==> config.mk <==
export PLATFORM = sky130hd
export DESIGN_NAME = c_source_noise_stripper
export DESIGN_NICKNAME = d
export VERILOG_FILES = /design/src/hw/rtl/csns_pkg.sv /design/src/hw/rtl/csns_scanner.sv /design/src/hw/rtl/csns_out_queue.sv /design/src/hw/rtl/c_source_noise_stripper.sv
export SDC_FILE = /design/constraint.sdc
export NUM_CORES = 1
export LEC_CHECK = 0
export BUFFER_PORTS_ARGS = -buffer_cell sky130_fd_sc_hd__buf_2
export CAP_MARGIN = 10
export CORE_ASPECT_RATIO = 0.75
export CORE_MARGIN = 5
export CORE_UTILIZATION = 55
export CTS_BUF_LIST = sky130_fd_sc_hd__clkbuf_16
export CTS_CLUSTER_DIAMETER = 30
export DETAILED_ROUTE_END_ITERATION = 6
export PLACE_DENSITY = 0.75
export SYNTH_ARGS = -nofsm -noshare
export SYNTH_HDL_FRONTEND = slang
export SYNTH_SLANG_ARGS = --single-unit
==> constraint.sdc <==
create_clock -name aclk -period 5 [get_ports aclk]
set_input_delay 1 -clock aclk [delete_from_list [all_inputs] [get_ports aclk]]
set_output_delay 1 -clock aclk [all_outputs]
set_load 0.01 [all_outputs]
==> src/hw/rtl/csns_pkg.sv <==
package csns_pkg;

    // Scanner modes.
    typedef enum logic [3:0] {
        MODE_NORMAL     = 4'd0,
        MODE_SLASH      = 4'd1,
        MODE_BLOCK      = 4'd2,
        MODE_BLOCK_STAR = 4'd3,
        MODE_LINE       = 4'd4,
        MODE_DIR        = 4'd5,
        MODE_DIR_BS     = 4'd6,
        MODE_QUOTE      = 4'd7,
        MODE_QUOTE_ESC  = 4'd8
    } mode_t;

    // Character codes that the scanner recognises or produces.
    localparam logic [7:0] CHR_SLASH     = 8'h2F;
    localparam logic [7:0] CHR_STAR      = 8'h2A;
    localparam logic [7:0] CHR_HASH      = 8'h23;
    localparam logic [7:0] CHR_NEWLINE   = 8'h0A;
    localparam logic [7:0] CHR_BACKSLASH = 8'h5C;
    localparam logic [7:0] CHR_DQUOTE    = 8'h22;
    localparam logic [7:0] CHR_SQUOTE    = 8'h27;
    localparam logic [7:0] CHR_SPACE     = 8'h20;
    localparam logic [7:0] CHR_NUL       = 8'h00;

    // One result item.
    typedef struct packed {
        logic [7:0] data;
        logic       valid_byte;
        logic       last;
    } res_t;

    // Everything one input item produces: up to two results.
    typedef struct packed {
        res_t       r0;
        res_t       r1;
        logic [1:0] count;
    } step_t;

endpackage

==> src/hw/rtl/csns_scanner.sv <==
module csns_scanner import csns_pkg::*; (
    input  logic       aclk,
    input  logic       aresetn,
    input  logic       accept,
    input  logic [7:0] in_data,
    input  logic       in_last,
    output step_t      step
);

    typedef struct packed {
        logic       emit;
        logic [7:0] data;
        mode_t      mode;
        logic       qk;
        logic       ls;
    } plain_t;

    mode_t mode_reg, mode_next;
    logic  qk_reg, qk_next;
    logic  ls_reg, ls_next;

    // Handling of a byte as plain text.
    function automatic plain_t plain_fn(input logic [7:0] c, input logic last_i,
                                        input logic ls, input logic qk);
        plain_t p;
        p.emit = 1'b0;
        p.data = c;
        p.mode = MODE_NORMAL;
        p.qk   = qk;
        p.ls   = ls;
        if (c == CHR_SLASH) begin
            if (last_i) begin
                p.emit = 1'b1;
                p.ls   = 1'b0;
            end else begin
                p.mode = MODE_SLASH;
            end
        end else if (ls && c == CHR_HASH) begin
            p.mode = MODE_DIR;
        end else if (c == CHR_DQUOTE || c == CHR_SQUOTE) begin
            p.emit = 1'b1;
            p.data = CHR_SPACE;
            p.qk   = (c == CHR_SQUOTE);
            p.mode = MODE_QUOTE;
        end else begin
            p.emit = 1'b1;
            p.ls   = (c == CHR_NEWLINE);
        end
        return p;
    endfunction

    // Next state and the results of the current item.
    always_comb begin
        plain_t     p;
        logic       e0v, e1v;
        logic [7:0] e0, e1;
        p         = plain_fn(in_data, in_last, ls_reg, qk_reg);
        mode_next = mode_reg;
        qk_next   = qk_reg;
        ls_next   = ls_reg;
        e0v       = 1'b0;
        e1v       = 1'b0;
        e0        = CHR_NUL;
        e1        = CHR_NUL;
        case (mode_reg)
            MODE_NORMAL: begin
                e0v = p.emit; e0 = p.data;
                mode_next = p.mode; qk_next = p.qk; ls_next = p.ls;
            end
            MODE_SLASH: begin
                if (in_data == CHR_STAR) begin
                    e0v = 1'b1; e0 = CHR_SPACE;
                    mode_next = MODE_BLOCK;
                end else if (in_data == CHR_SLASH) begin
                    mode_next = MODE_LINE;
                end else begin
                    // The held slash goes out first; the byte is then plain text.
                    p   = plain_fn(in_data, in_last, 1'b0, qk_reg);
                    e0v = 1'b1; e0 = CHR_SLASH;
                    e1v = p.emit; e1 = p.data;
                    mode_next = p.mode; qk_next = p.qk; ls_next = p.ls;
                end
            end
            MODE_BLOCK: begin
                if (in_data == CHR_STAR) mode_next = MODE_BLOCK_STAR;
            end
            MODE_BLOCK_STAR: begin
                if (in_data == CHR_SLASH) begin
                    mode_next = MODE_NORMAL;
                end else if (in_data != CHR_STAR) begin
                    mode_next = MODE_BLOCK;
                end
            end
            MODE_LINE: begin
                if (in_data == CHR_NEWLINE) begin
                    e0v = p.emit; e0 = p.data;
                    mode_next = p.mode; qk_next = p.qk; ls_next = p.ls;
                end
            end
            MODE_DIR, MODE_DIR_BS: begin
                if (in_data == CHR_NEWLINE) begin
                    if (mode_reg == MODE_DIR_BS) begin
                        mode_next = MODE_DIR;
                    end else begin
                        e0v = p.emit; e0 = p.data;
                        mode_next = p.mode; qk_next = p.qk; ls_next = p.ls;
                    end
                end else begin
                    mode_next = (in_data == CHR_BACKSLASH) ? MODE_DIR_BS : MODE_DIR;
                end
            end
            MODE_QUOTE: begin
                if (in_data == (qk_reg ? CHR_SQUOTE : CHR_DQUOTE)) begin
                    mode_next = MODE_NORMAL;
                end else if (in_data == CHR_BACKSLASH) begin
                    mode_next = MODE_QUOTE_ESC;
                end
            end
            MODE_QUOTE_ESC: begin
                mode_next = MODE_QUOTE;
            end
            default: begin
                e0v = p.emit; e0 = p.data;
                mode_next = p.mode; qk_next = p.qk; ls_next = p.ls;
            end
        endcase

        step.r0    = '{data: e0, valid_byte: 1'b1, last: 1'b0};
        step.r1    = '{data: e1, valid_byte: 1'b1, last: 1'b0};
        step.count = {1'b0, e0v} + {1'b0, e1v};

        // The final byte marks its last result, or a bare end marker, and resets.
        if (in_last) begin
            if (step.count == 2'd0) begin
                step.r0    = '{data: CHR_NUL, valid_byte: 1'b0, last: 1'b1};
                step.count = 2'd1;
            end else if (step.count == 2'd2) begin
                step.r1.last = 1'b1;
            end else begin
                step.r0.last = 1'b1;
            end
            mode_next = MODE_NORMAL;
            qk_next   = 1'b0;
            ls_next   = 1'b1;
        end
    end

    // State registers advance on each accepted item.
    always_ff @(posedge aclk) begin
        if (!aresetn) begin
            mode_reg <= MODE_NORMAL;
            qk_reg   <= 1'b0;
            ls_reg   <= 1'b1;
        end else if (accept) begin
            mode_reg <= mode_next;
            qk_reg   <= qk_next;
            ls_reg   <= ls_next;
        end
    end

    // The final byte always leaves the scanner as after reset.
    a_last_resets: assert property (@(posedge aclk) disable iff (!aresetn)
        accept && in_last |=> mode_reg == MODE_NORMAL && ls_reg && !qk_reg)
        else $error("scanner state not restored after final byte");

    // A bare end marker only appears as the final result.
    a_marker_last: assert property (@(posedge aclk) disable iff (!aresetn)
        accept && !step.r0.valid_byte |-> step.r0.last && step.count == 2'd1)
        else $error("end marker without last flag");

endmodule

==> src/hw/rtl/csns_out_queue.sv <==
module csns_out_queue import csns_pkg::*; (
    input  logic  aclk,
    input  logic  aresetn,
    input  logic  push,
    input  step_t step,
    output logic  can_push,
    output logic  out_valid,
    input  logic  out_ready,
    output res_t  out_res
);

    localparam int Depth = 3;

    res_t       q_reg  [Depth];
    res_t       q_next [Depth];
    logic [1:0] count_reg, count_next;
    logic       pop;
    logic [1:0] base;
    logic [1:0] add;

    assign out_valid = (count_reg != 2'd0);
    assign out_res   = q_reg[0];
    assign pop       = out_valid && out_ready;
    assign base      = count_reg - {1'b0, pop};
    // Room for two results after this cycle's pop.
    assign can_push  = (base <= 2'd1);
    assign add       = push ? step.count : 2'd0;

    // Shift out on pop and append the new results behind what remains.
    always_comb begin
        for (int i = 0; i < Depth; i++) begin
            if (pop && i < Depth - 1) begin
                q_next[i] = q_reg[i + 1];
            end else begin
                q_next[i] = q_reg[i];
            end
            if (push && step.count != 2'd0 && base == 2'(i)) begin
                q_next[i] = step.r0;
            end
            if (push && step.count == 2'd2 && base + 2'd1 == 2'(i)) begin
                q_next[i] = step.r1;
            end
        end
        count_next = base + add;
    end

    always_ff @(posedge aclk) begin
        for (int i = 0; i < Depth; i++) begin
            q_reg[i] <= q_next[i];
        end
    end

    always_ff @(posedge aclk) begin
        if (!aresetn) begin
            count_reg <= 2'd0;
        end else begin
            count_reg <= count_next;
        end
    end

    // An item is only taken while two free entries are guaranteed.
    a_no_overflow: assert property (@(posedge aclk) disable iff (!aresetn)
        push |-> base <= 2'd1)
        else $error("item taken without room for its results");

    // A pop with no new results shrinks the queue by one.
    a_pop_only: assert property (@(posedge aclk) disable iff (!aresetn)
        pop && !push |=> count_reg == $past(count_reg) - 2'd1)
        else $error("queue count wrong after pop");

    // Pushing two results while nothing leaves grows the queue by two.
    a_push_two: assert property (@(posedge aclk) disable iff (!aresetn)
        push && step.count == 2'd2 && !pop |=> count_reg == $past(count_reg) + 2'd2)
        else $error("queue count wrong after double push");

endmodule

==> src/hw/rtl/c_source_noise_stripper.sv <==
// Channel | Direction | tdata        | tuser              | tlast
// s_      | in        | [7:0] in_byte | -                  | in_last
// m_      | out       | [7:0] out_byte| [0] out_valid_byte | out_last
//
// One input item per cycle while s_tready is high, with results leaving from a registered three-entry queue.
// An item that releases a held slash yields two results; the single output port
// drains them at one per cycle while m_tready is high, so the input pauses after such an item
// while fewer than two queue entries will be free.
// Reset is synchronous, active low, and empties the queue and restarts the scanner.
// s_tready stays high while at least two queue entries will be free after this cycle.
module c_source_noise_stripper import csns_pkg::*; (
    input  logic       aclk,
    input  logic       aresetn,
    input  logic       s_tvalid,
    output logic       s_tready,
    input  logic [7:0] s_tdata,   // [7:0] in_byte
    input  logic       s_tlast,
    output logic       m_tvalid,
    input  logic       m_tready,
    output logic [7:0] m_tdata,   // [7:0] out_byte
    output logic [0:0] m_tuser,   // [0] out_valid_byte
    output logic       m_tlast
);

    logic  accept;
    step_t step;
    res_t  head;

    assign accept = s_tvalid && s_tready;

    // Mode tracking and result generation.
    csns_scanner u_scanner (
        .aclk    (aclk),
        .aresetn (aresetn),
        .accept  (accept),
        .in_data (s_tdata),
        .in_last (s_tlast),
        .step    (step)
    );

    // Result register and queue.
    csns_out_queue u_queue (
        .aclk      (aclk),
        .aresetn   (aresetn),
        .push      (accept),
        .step      (step),
        .can_push  (s_tready),
        .out_valid (m_tvalid),
        .out_ready (m_tready),
        .out_res   (head)
    );

    assign m_tdata    = head.data;
    assign m_tuser[0] = head.valid_byte;
    assign m_tlast    = head.last;

endmodule

Word-level counts from Yosys, hierarchy flattened
Memory sizes are Yosys's and may differ from the RTL's.
Cells that the tools add are included.
- $lt $le $gt $ge: 1
- mux-type cells: 75
- reductions and logical operators: 21
- equal/unequal tests: 32
- add/subtract/negate cells: 4
- operator list (kind ; count):
    10-bit 2-to-1 mux ; 9
    8-bit 2-to-1 mux ; 8
    4-bit 2-to-1 mux ; 13
    8-bit by 6-bit == test with 1-bit output, second input constant ; 5
    8-bit case mux with 4 select lines ; 1
    1-bit 2-to-1 mux ; 29
    4-bit case mux with 7 select lines ; 1
    9-bit 2-to-1 mux ; 3
    4-bit by 3-bit == test with 1-bit output, second input constant ; 4
    13-bit 2-to-1 mux ; 1
    1-bit case mux with 4 select lines ; 3
    1-bit logical AND ; 11
    3-bit by 2-bit inequality test with 1-bit output, second input constant ; 3
    3-bit inequality test, second input constant ; 3
    2-bit == test, second input constant ; 4
    4-bit by 2-bit == test with 1-bit output, second input constant ; 2
    8-bit by 4-bit == test with 1-bit output, second input constant ; 1
    8-bit by 7-bit == test with 1-bit output, second input constant ; 1
    8-bit == test ; 1
    2-bit 2-to-1 mux ; 4
    4-bit by 2-bit inequality test with 1-bit output, second input constant ; 2
    8-bit by 6-bit inequality test with 1-bit output, second input constant ; 1
    7-bit AND reduction ; 1
    2-bit logical NOT ; 3
    16 further kinds ; 19
- word-level logic and storage cells: 138
- output and inout bits: 12
- bits in writable memories: 30
- register bits: 8
- input bits: 13
- memories kept: 1
- memories (name ; words ; width ; read ports ; clocked after Yosys merged registers in ; wr ports ; RTL line ; RTL):
    u_queue.q_reg ; 3 ; 10 ; 3 ; 0 ; 3 ; csns_out_queue.sv:14 ; res_t q_reg [Depth];

Depth between registers and ports, before layout
Gate-level depths: netlist of the first run.
- word-level depth: 19
- depth in mapped cells: 13
- mapped depth without buffers: 11

Modules after synthesis
A second synthesis of the first run with hierarchy kept.
- cells, all modules: 333
- area, all modules: 2912.8 um2
- modules (own cells, without submodules) (module ; instances ; sequential area each (um2) ; area each (um2) ; cells each):
    csns_out_queue ; 1 ; 940.9 ; 1808.0 ; 172
    csns_scanner ; 1 ; 120.1 ; 1098.6 ; 160
    c_source_noise_stripper ; 1 ; 0.0 ; 6.3 ; 1

Worst setup path before layout of the first run
Ideal clock, no wire load.
- path kind: input to register
- start point: input s_tdata[0]
- end point: memory u_queue.q_reg[0][0] (netlist name) (enable)
- slack: 968 ps
- cell stages on the path: 12
- required time: 4694 ps
- buffers on the path: 3
- library setup time: 306 ps
- arrival time: 3725 ps
- cells stage by stage: buf_2 -> and4bb_2 -> a21oi_2 -> a2111oi_4 -> buf_6 -> a21oi_1 -> ha_1 -> or2_2 -> a21oi_1 -> or3_1 -> buf_2 -> nand2_1
- RTL lines (item ; RTL line ; RTL):
    start: declaration ; c_source_noise_stripper.sv:16 ; input logic [7:0] s_tdata,
    end: declaration ; csns_out_queue.sv:14 ;

==> results.cfg, run 1 <==
[run_status]
status = complete, no violations

[job]
max_cap_violations = 0

[floorplanning]
num_rows = 22
die_area_um2 = 6460
die_h_um = 70.9
core_area_um2 = 4840
pin_count = 25
die_w_um = 91.2
start_util_pct = 56.1

[placed_design]
gp_congestion = 0.942
portBuffers = 24
dp_hpwl_um = 4990

[cts]
ctsHoldBuffers = 0
cts-root-buf = clkbuf_16
path_clk_slew_ps = 50
clk_latency_ps = 280
cts-htree-levels = 2
cts_buffer_depth = 2
clock_sinks = 38
cts_inserted_buffers = 5
cts-resized-gates = 0
cts_tree = built
cts_setup_buffers = 0

[global_route]
first_global_vias = 2112
grt_use_total_pct = 21.9
grt_max_degree = 22
grt-ovfl-total = 0
antenna_found_initial = 0
grt_util_met1_pct = 33.6
grt_first_pass_wirelength_um = 11300
grtUsageMet2_pct = 29.7
grt_busiest_layer = met1
grt_use_met3_pct = 7.12

[power]
power_density_nw_per_um2 = 412
p_leak_nw = 1.11
peakVddDrop_uv = 301
p_total_mw = 1.21

[timing]
maxSlewHeadroom_pct = 35.4
setup_tns_ps = 0
finalSetupViolations = 0
fin_skew_ps = 3.87
hold_viol_final = 0
tightest_slew_ps = 967
fin_crit_sh_pct = 88.6
fin_crit_ps = 4430
rsz0062_at_grt = false
hold_ws_ps = 442
drv_slew = 0
clock.fmax_mhz = 226

[min_path]
hp-class = reg2reg

[setup_path]
critical_path_arrival_ps = 4370
crit_type = in2reg
worst-endpoint-required_ps = 4940
cp_max_fo = 11
cp-end-kind = flop
cp-start-kind = input pin

[cells_and_area]
n_antenna_cell = 0
layout.nets = 320
syn2layout_area_growth_pct = 7.92
final_common_cell = nand2_1
largest_register_ffs = 30
drive_gt1_share_pct = 18.2
fillCellCount = 413
final_core_util_pct = 60.5
mostFrequentLayoutCells = nand2_1 (39), edfxtp_1 (27), buf_2 (24), o21ai_0 (19), and3_1 (13)

[route]
viasPerCell = 6.43
drc = 0
drt_wl_total_um = 6880
vias = 2334
ant_nets = 0
wl_per_cell_um = 19.0
first_iter_violations = 254
first_pass_iters = 6

[yosys]
yosysWarningCount = 0
ys.flop_type = edfxtp_1
synth_edf_count = 27
yosysSeqAreaShare_pct = 38.0
syn_nets = 312
syn_area_um2 = 2720
synthArstFlopShare_pct = 0
syn_avg_cell_area_um2 = 9.24
synth.ff_latch_count = 38
synth_cells = 294
synth_cell_types = 62
==> cells by family after synthesis <==
| logic type | count (synthesis) | synth area share, % |
|---|---|---|
| AND/OR/NAND/NOR | 124 | 28.0 |
| AO/OA/AOI/OAI | 85 | 22.7 |
| XOR/XNOR | 2 | 0.645 |
| flip-flops | 38 | 38.0 |
| multiplexers | 4 | 1.47 |
| adder cells (fa/ha/maj) | 5 | 2.30 |
| buffers and inverters | 36 | 6.96 |
==> worst max-delay path, stage by stage <==
cell	delay [ps]
buf_2	160
nor4b_4	610
nand2_1	140
o31a_1	330
a21oi_1	170
ha_1	250
or2_2	320
a21oi_1	500
a311o_1	500
nand2_1	380
==> layer usage <==
| layer | part of all wire, % | vias to the layer above |
|---|---|---|
| met5 | 0 | - |
| met4 | 0.89 | 0 |
| li1 | - | 1125 |
| met1 | 48 | 1082 |
| met2 | 41 | 120 |
| met3 | 9.9 | 7 |
==> stage by stage <==
stage | setup slack, ps | instance area (um2) | instances
2_1_floorplan | 968 | 2720 | 294
3_3_place_gp | 435 | 2790 | 355
3_5_place_dp | 378 | 2790 | 355
4_1_cts | 653 | 2930 | 363
5_1_grt | 402 | 2930 | 363
6_report | 571 | 2930 | 363
==> path summary, 6_finish.rpt <==
kind	start	endpoint	slack, ps	depth (start not counted)
setup / recovery	s_tdata[4]	u_queue.q_reg[0][13]	570	10
hold / removal	u_queue.q_reg[0][21]	u_queue.q_reg[0][21]	440	1
setup reg to reg	u_scanner.mode_reg[3]	u_queue.q_reg[0][13]	880	8
hold reg to reg	u_queue.q_reg[0][21]	u_queue.q_reg[0][21]	440	1
==> area by class of cell <==
cell class	instances	area, um2	area share (%)
Multi-Input combinational cell	220	1500	51.0
Sequential cell	38	1030	35.2
Timing Repair Buffer	29	158	5.38
Clock buffer	5	125	4.27
Tap cell	60	75.1	2.56
Inverter	8	30.0	1.02
Clock inverter	3	16.3	0.555
==> synth_stat cells (7+ instances only) <==
cell      instances  share of area [%]
nor2b_1           7                1.6
buf_2            10                1.8
clkbuf_1          8                1.1
nand3_1           7                1.3
nand2b_1          8                1.8
edfxtp_1         27                 30
and3_1           13                3.0
nand2_1          39                5.4
buf_4             9                2.5
inv_1             8                1.1
o21ai_0          19                3.5
a31oi_1           7                1.6
dfxtp_1          11                8.1
a21oi_1           9                1.7
==> report_power, final <==
part	internal (mW)	switching, mW	leakage (nW)	total, mW
sequential	0.466	0.0278	0.350	0.494
combinational	0.149	0.260	0.696	0.409
clock	0.182	0.122	0.0672	0.304
Power figures use the tool's default switching activity.
==> run 2, diff against run 1 <==
--- a/config.mk
+++ b/config.mk
@@ -7,7 +7,7 @@
 export LEC_CHECK = 0
 export BUFFER_PORTS_ARGS = -buffer_cell sky130_fd_sc_hd__buf_2
 export CAP_MARGIN = 10
-export CORE_ASPECT_RATIO = 0.75
+export CORE_ASPECT_RATIO = 1.4
 export CORE_MARGIN = 5
 export CORE_UTILIZATION = 55
 export CTS_BUF_LIST = sky130_fd_sc_hd__clkbuf_16
==> run 2 against run 1 <==
  * Sequential share of layout area down 0.59 points
  * Die area hardly changed
  * Critical path depth up 2
==> results.cfg, run 2 (synthesis results as in run 1) <==
[timing]
hold_viol_final = 0
drv_slew = 0
setup_ws_ps = 980
setup_tns_ps = 0
finalSetupViolations = 0
fin_crit_sh_pct = 80.4
clock.fmax_mhz = 249
rsz0062_at_grt = false
tightest_slew_ps = 725
fin_skew_ps = 5.21
fin_crit_ps = 4020
maxSlewHeadroom_pct = 51.3

[cts]
path_clk_slew_ps = 60
cts_tree = built
clock_sinks = 38
cts-htree-levels = 2
cts-resized-gates = 0
cts_inserted_buffers = 5
clk_latency_ps = 280
ctsHoldBuffers = 0
cts_buffer_depth = 2
cts-root-buf = clkbuf_16
cts_setup_buffers = 0

[floorplanning]
pin_count = 25
start_util_pct = 56.5
num_rows = 30
die_area_um2 = 6460
core_area_um2 = 4800
die_w_um = 69.4
die_h_um = 93.2

[placed_design]
dp_hpwl_um = 4750
gp_congestion = 0.935
pre_cts_slack_ps = 736
portBuffers = 24

[setup_path]
cp-start-kind = input pin
cp-end-kind = flop
crit_type = in2reg
cp_max_fo = 15
critical_path_arrival_ps = 3970
r2r_cells = 9
worst-endpoint-required_ps = 4950
r2r_setup_slack_ps = 1190

[cells_and_area]
layout.nets = 319
seq_area_um2 = 1030
mostFrequentLayoutCells = nand2_1 (39), edfxtp_1 (27), buf_2 (24), o21ai_0 (19), and3_1 (13)
multiInputGateArea_um2 = 1500
final_core_util_pct = 62.1
fillCellCount = 437
n_antenna_cell = 0
drive_gt1_share_pct = 18.2
largest_register_ffs = 30
final_common_cell = nand2_1
syn2layout_area_growth_pct = 9.77

[power]
peakVddDrop_uv = 162
p_leak_nw = 1.13
power_density_nw_per_um2 = 431

[global_route]
grt_first_pass_wirelength_um = 10500
first_global_vias = 2178
antenna_found_initial = 0
grt_max_degree = 22
grt_use_total_pct = 20.0
grt-ovfl-total = 0

[min_path]
hp-class = reg2reg
whs_path_depth = 1

[route]
first_pass_iters = 6
viasPerCell = 6.37
vias = 2332
first_iter_violations = 139
drt_wl_total_um = 6340
wl_per_cell_um = 17.3
drc = 0
ant_nets = 0

[job]
max_cap_violations = 0

[run_status]
status = complete, no violations
run 2: cell types whose count changed in the layout (fill, tap and decap cells not counted), sizes merged:
cell / change
clkinv: -1
buf: -1
bufinv: +2
clkinvlp: -1
run 2: where the power goes:
part / total [mW] / switching, mW / internal (mW) / leakage (nW)
registers: 0.491 / 0.0250 / 0.466 / 0.350
clock network: 0.413 / 0.126 / 0.287 / 0.0940
logic: 0.380 / 0.236 / 0.144 / 0.690
total: 1.28 / 0.388 / 0.896 / 1.13
run 2: stage by stage:
stage	area, um2	cells	hold WS (ps)	power [mW]
after floorplan	2720	294	416	0.810
after global placement	2790	358	432	0.871
after detailed placement	2790	358	437	0.883
after CTS	2980	366	451	1.30
after global routing	2980	366	477	1.36
final	2980	366	451	1.28
run 2: worst paths after layout:
path                               from                    to
setup / recovery             s_tdata[5]  u_queue.q_reg[0][17]
hold / removal     u_queue.q_reg[0][21]  u_queue.q_reg[0][21]
setup reg to reg  u_scanner.mode_reg[0]  u_queue.q_reg[0][17]
hold reg to reg    u_queue.q_reg[0][21]  u_queue.q_reg[0][21]
run 2: cell type report:
type | instances | area share, %
clock inverters | 3 | 2.31
clock buffers | 5 | 4.20
flip-flops and latches | 38 | 34.6
well taps | 64 | 2.69
repair buffers | 28 | 5.04
multi-input cells | 220 | 50.2
inverters | 8 | 1.01
run 2: routing by layer:
metal | global-route usage (%) | wire length, um | part of all wire, % | vias to the layer above
li1 | - | - | - | 1130
met1 | 21.9 | 2430 | 38 | 1072
met2 | 36.5 | 3240 | 51 | 100
met3 | 2.90 | 335 | 5.3 | 30
met4 | 11.6 | 328 | 5.2 | 0
met5 | 0 | 0 | 0 | -
run 2: critical path, cell delays in order:
cell and delay (ps):
buf_2 160, nor4b_4 140, buf_4 180, and3_1 210, a21oi_2 500, inv_1 130, ha_1 310, or2_2 320
a21oi_1 150, buf_4 160, a311o_1 370, nand2_1 340
==> run 3, diff against run 2 <==
--- a/config.mk
+++ b/config.mk
@@ -9,11 +9,11 @@
 export CAP_MARGIN = 10
 export CORE_ASPECT_RATIO = 1.4
 export CORE_MARGIN = 5
-export CORE_UTILIZATION = 55
+export CORE_UTILIZATION = 54
 export CTS_BUF_LIST = sky130_fd_sc_hd__clkbuf_16
 export CTS_CLUSTER_DIAMETER = 30
 export DETAILED_ROUTE_END_ITERATION = 6
-export PLACE_DENSITY = 0.75
+export PLACE_DENSITY = 0.76
 export SYNTH_ARGS = -nofsm -noshare
 export SYNTH_HDL_FRONTEND = slang
 export SYNTH_SLANG_ARGS = --single-unit
==> constraint.sdc (replaced) <==
create_clock -name aclk -period 3.2 [get_ports aclk]
set_input_delay 0.64 -clock aclk [delete_from_list [all_inputs] [get_ports aclk]]
set_output_delay 0.64 -clock aclk [all_outputs]
set_load 0.01 [all_outputs]
==> run 3 against run 2 <==
  * Total power rose by 48%
  * Clock skew rose by 1.3 ps
  * Largest cell class unchanged
  * Sequential share of layout area fell by 3.4 points
  * Largest power group unchanged
==> results.cfg, run 3 (synthesis results as in run 1) <==
[floorplanning]
die_area_um2 = 6570
die_h_um = 93.9
start_util_pct = 55.7
core_area_um2 = 4880
die_w_um = 69.9
pin_count = 25
num_rows = 30

[placed_design]
pre_cts_slack_ps = -203
gp_congestion = 0.937
dp_hpwl_um = 5220
portBuffers = 24

[setup_path]
r2r_setup_slack_ps = 130
worst-endpoint-required_ps = 3220
cp-start-kind = input pin
cp-end-kind = flop
r2r_end = u_queue.q_reg[0][12]
r2r_cells = 10
worstReg2RegStart = u_scanner.mode_reg[3]
crit_type = in2reg
cp_max_fo = 6
critical_path_arrival_ps = 3100

[cts]
cts-htree-levels = 2
clk_latency_ps = 280
clock_sinks = 38
cts_buffer_depth = 2
cts_tree = built
cts_inserted_buffers = 5
cts-root-buf = clkbuf_16
path_clk_slew_ps = 60
cts_setup_buffers = 0

[timing]
maxSlewHeadroom_pct = 64.6
fin_crit_sh_pct = 96.4
setup_ws_ps = 116
finalSetupViolations = 0
tightest_slew_ps = 525
fin_crit_ps = 3080
drv_slew = 0
hold_viol_final = 0
rsz0062_at_grt = true
clock.fmax_mhz = 324
fin_skew_ps = 6.51

[cells_and_area]
drive_gt1_share_pct = 30.1
largest_register_ffs = 30
syn2layout_area_growth_pct = 21.6
final_core_util_pct = 67.7
mostFrequentLayoutCells = buf_4 (45), nand2_1 (36), edfxtp_1 (27), buf_2 (24), o21ai_0 (19)
n_antenna_cell = 0
layout.nets = 362
final_common_cell = buf_4

[power]
power_density_nw_per_um2 = 577
p_leak_nw = 1.34
peakVddDrop_uv = 242

[route]
vias = 2526
drt_wl_total_um = 6970
wl_per_cell_um = 17.0
drc = 0
first_pass_iters = 5
viasPerCell = 6.18
first_iter_violations = 228
ant_nets = 0

[job]
max_cap_violations = 0

[min_path]
hold_start = u_queue.q_reg[0][21]
hp-class = reg2reg
whs_path_depth = 1
hold_path_end = u_queue.q_reg[0][21]

[global_route]
first_global_vias = 2539
grt_max_degree = 18
grt-ovfl-total = 0
grt_first_pass_wirelength_um = 11500
antenna_found_initial = 0
grt_use_total_pct = 21.9

[run_status]
status = complete, no violations
-- run 3: cell types whose count changed in the layout (fill, tap and decap cells not counted), moves of 2 or more --
cell       previous run  this run
bufinv_16             2         0
buf_12                0         2
nand2_1              39        36
clkinv_2              0         2
buf_4                 4        45
nand2_2               1         4
-- run 3: worst max-delay path, cell delays in order --
cell	delay (ps)
buf_2	120
nor4b_4	410
nand2_1	130
o31a_1	320
a21oi_1	180
ha_1	250
or2_4	250
a21oi_4	220
buf_4	160
nor3_1	50
o211ai_1	270
a32oi_1	90
-- run 3: layout make-up --
class                   count  area [um2]
fillers                   404        1580
multi-input cells         220        1530
flip-flops and latches     38        1030
repair buffers             71         498
clock buffers               5         125
well taps                  64        80.1
inverters                   8        30.0
clock inverters             3        13.8
-- run 3: worst max path at each step --
| stage | from | cells past startpoint | end | slack (ps) |
|---|---|---|---|---|
| after floorplan | s_tdata[0] | 12 | u_queue.q_reg[0][12] | 4 |
| after global placement | s_tdata[4] | 10 | u_queue.q_reg[0][18] | -140 |
| after detailed placement | s_tdata[4] | 10 | u_queue.q_reg[0][18] | -200 |
| after CTS | s_tdata[4] | 10 | u_queue.q_reg[0][15] | 6 |
| after global routing | s_tdata[7] | 12 | u_queue.q_reg[0][12] | -7 |
| final | s_tdata[7] | 12 | u_queue.q_reg[0][12] | 120 |
-- run 3: per-stage QoR --
step / hold slack, ps / power, mW / TNS (ps) / cell area, um2 / cells
2_1_floorplan: 416 / 1.28 / 0 / 2750 / 294
3_3_place_gp: 430 / 1.41 / -2170 / 3150 / 401
3_5_place_dp: 440 / 1.43 / -4740 / 3150 / 401
4_1_cts: 453 / 1.90 / 0 / 3290 / 409
5_1_grt: 465 / 2.02 / -7.28 / 3300 / 409
6_report: 447 / 1.90 / 0 / 3300 / 409
-- run 3: report_power, final --
group / internal (mW) / switching, mW
registers: 0.727 / 0.0384
logic: 0.272 / 0.391
clock network: 0.283 / 0.194
-- run 3: per-layer routing --
layer	global-route usage [%]	wire (um)	vias up
li1	-	-	1219
met1	22.9	2610	1173
met2	40.8	3710	101
met3	3.10	332	33
met4	13.3	316	0
met5	0	0	-
-- run 3: repair_timing --
item | in CTS | in global routing
resized for setup | 0 | 4
setup endpoints to repair | 0 | 25
hold endpoints to repair | 0 | 0
hold buffers | 0 | 0
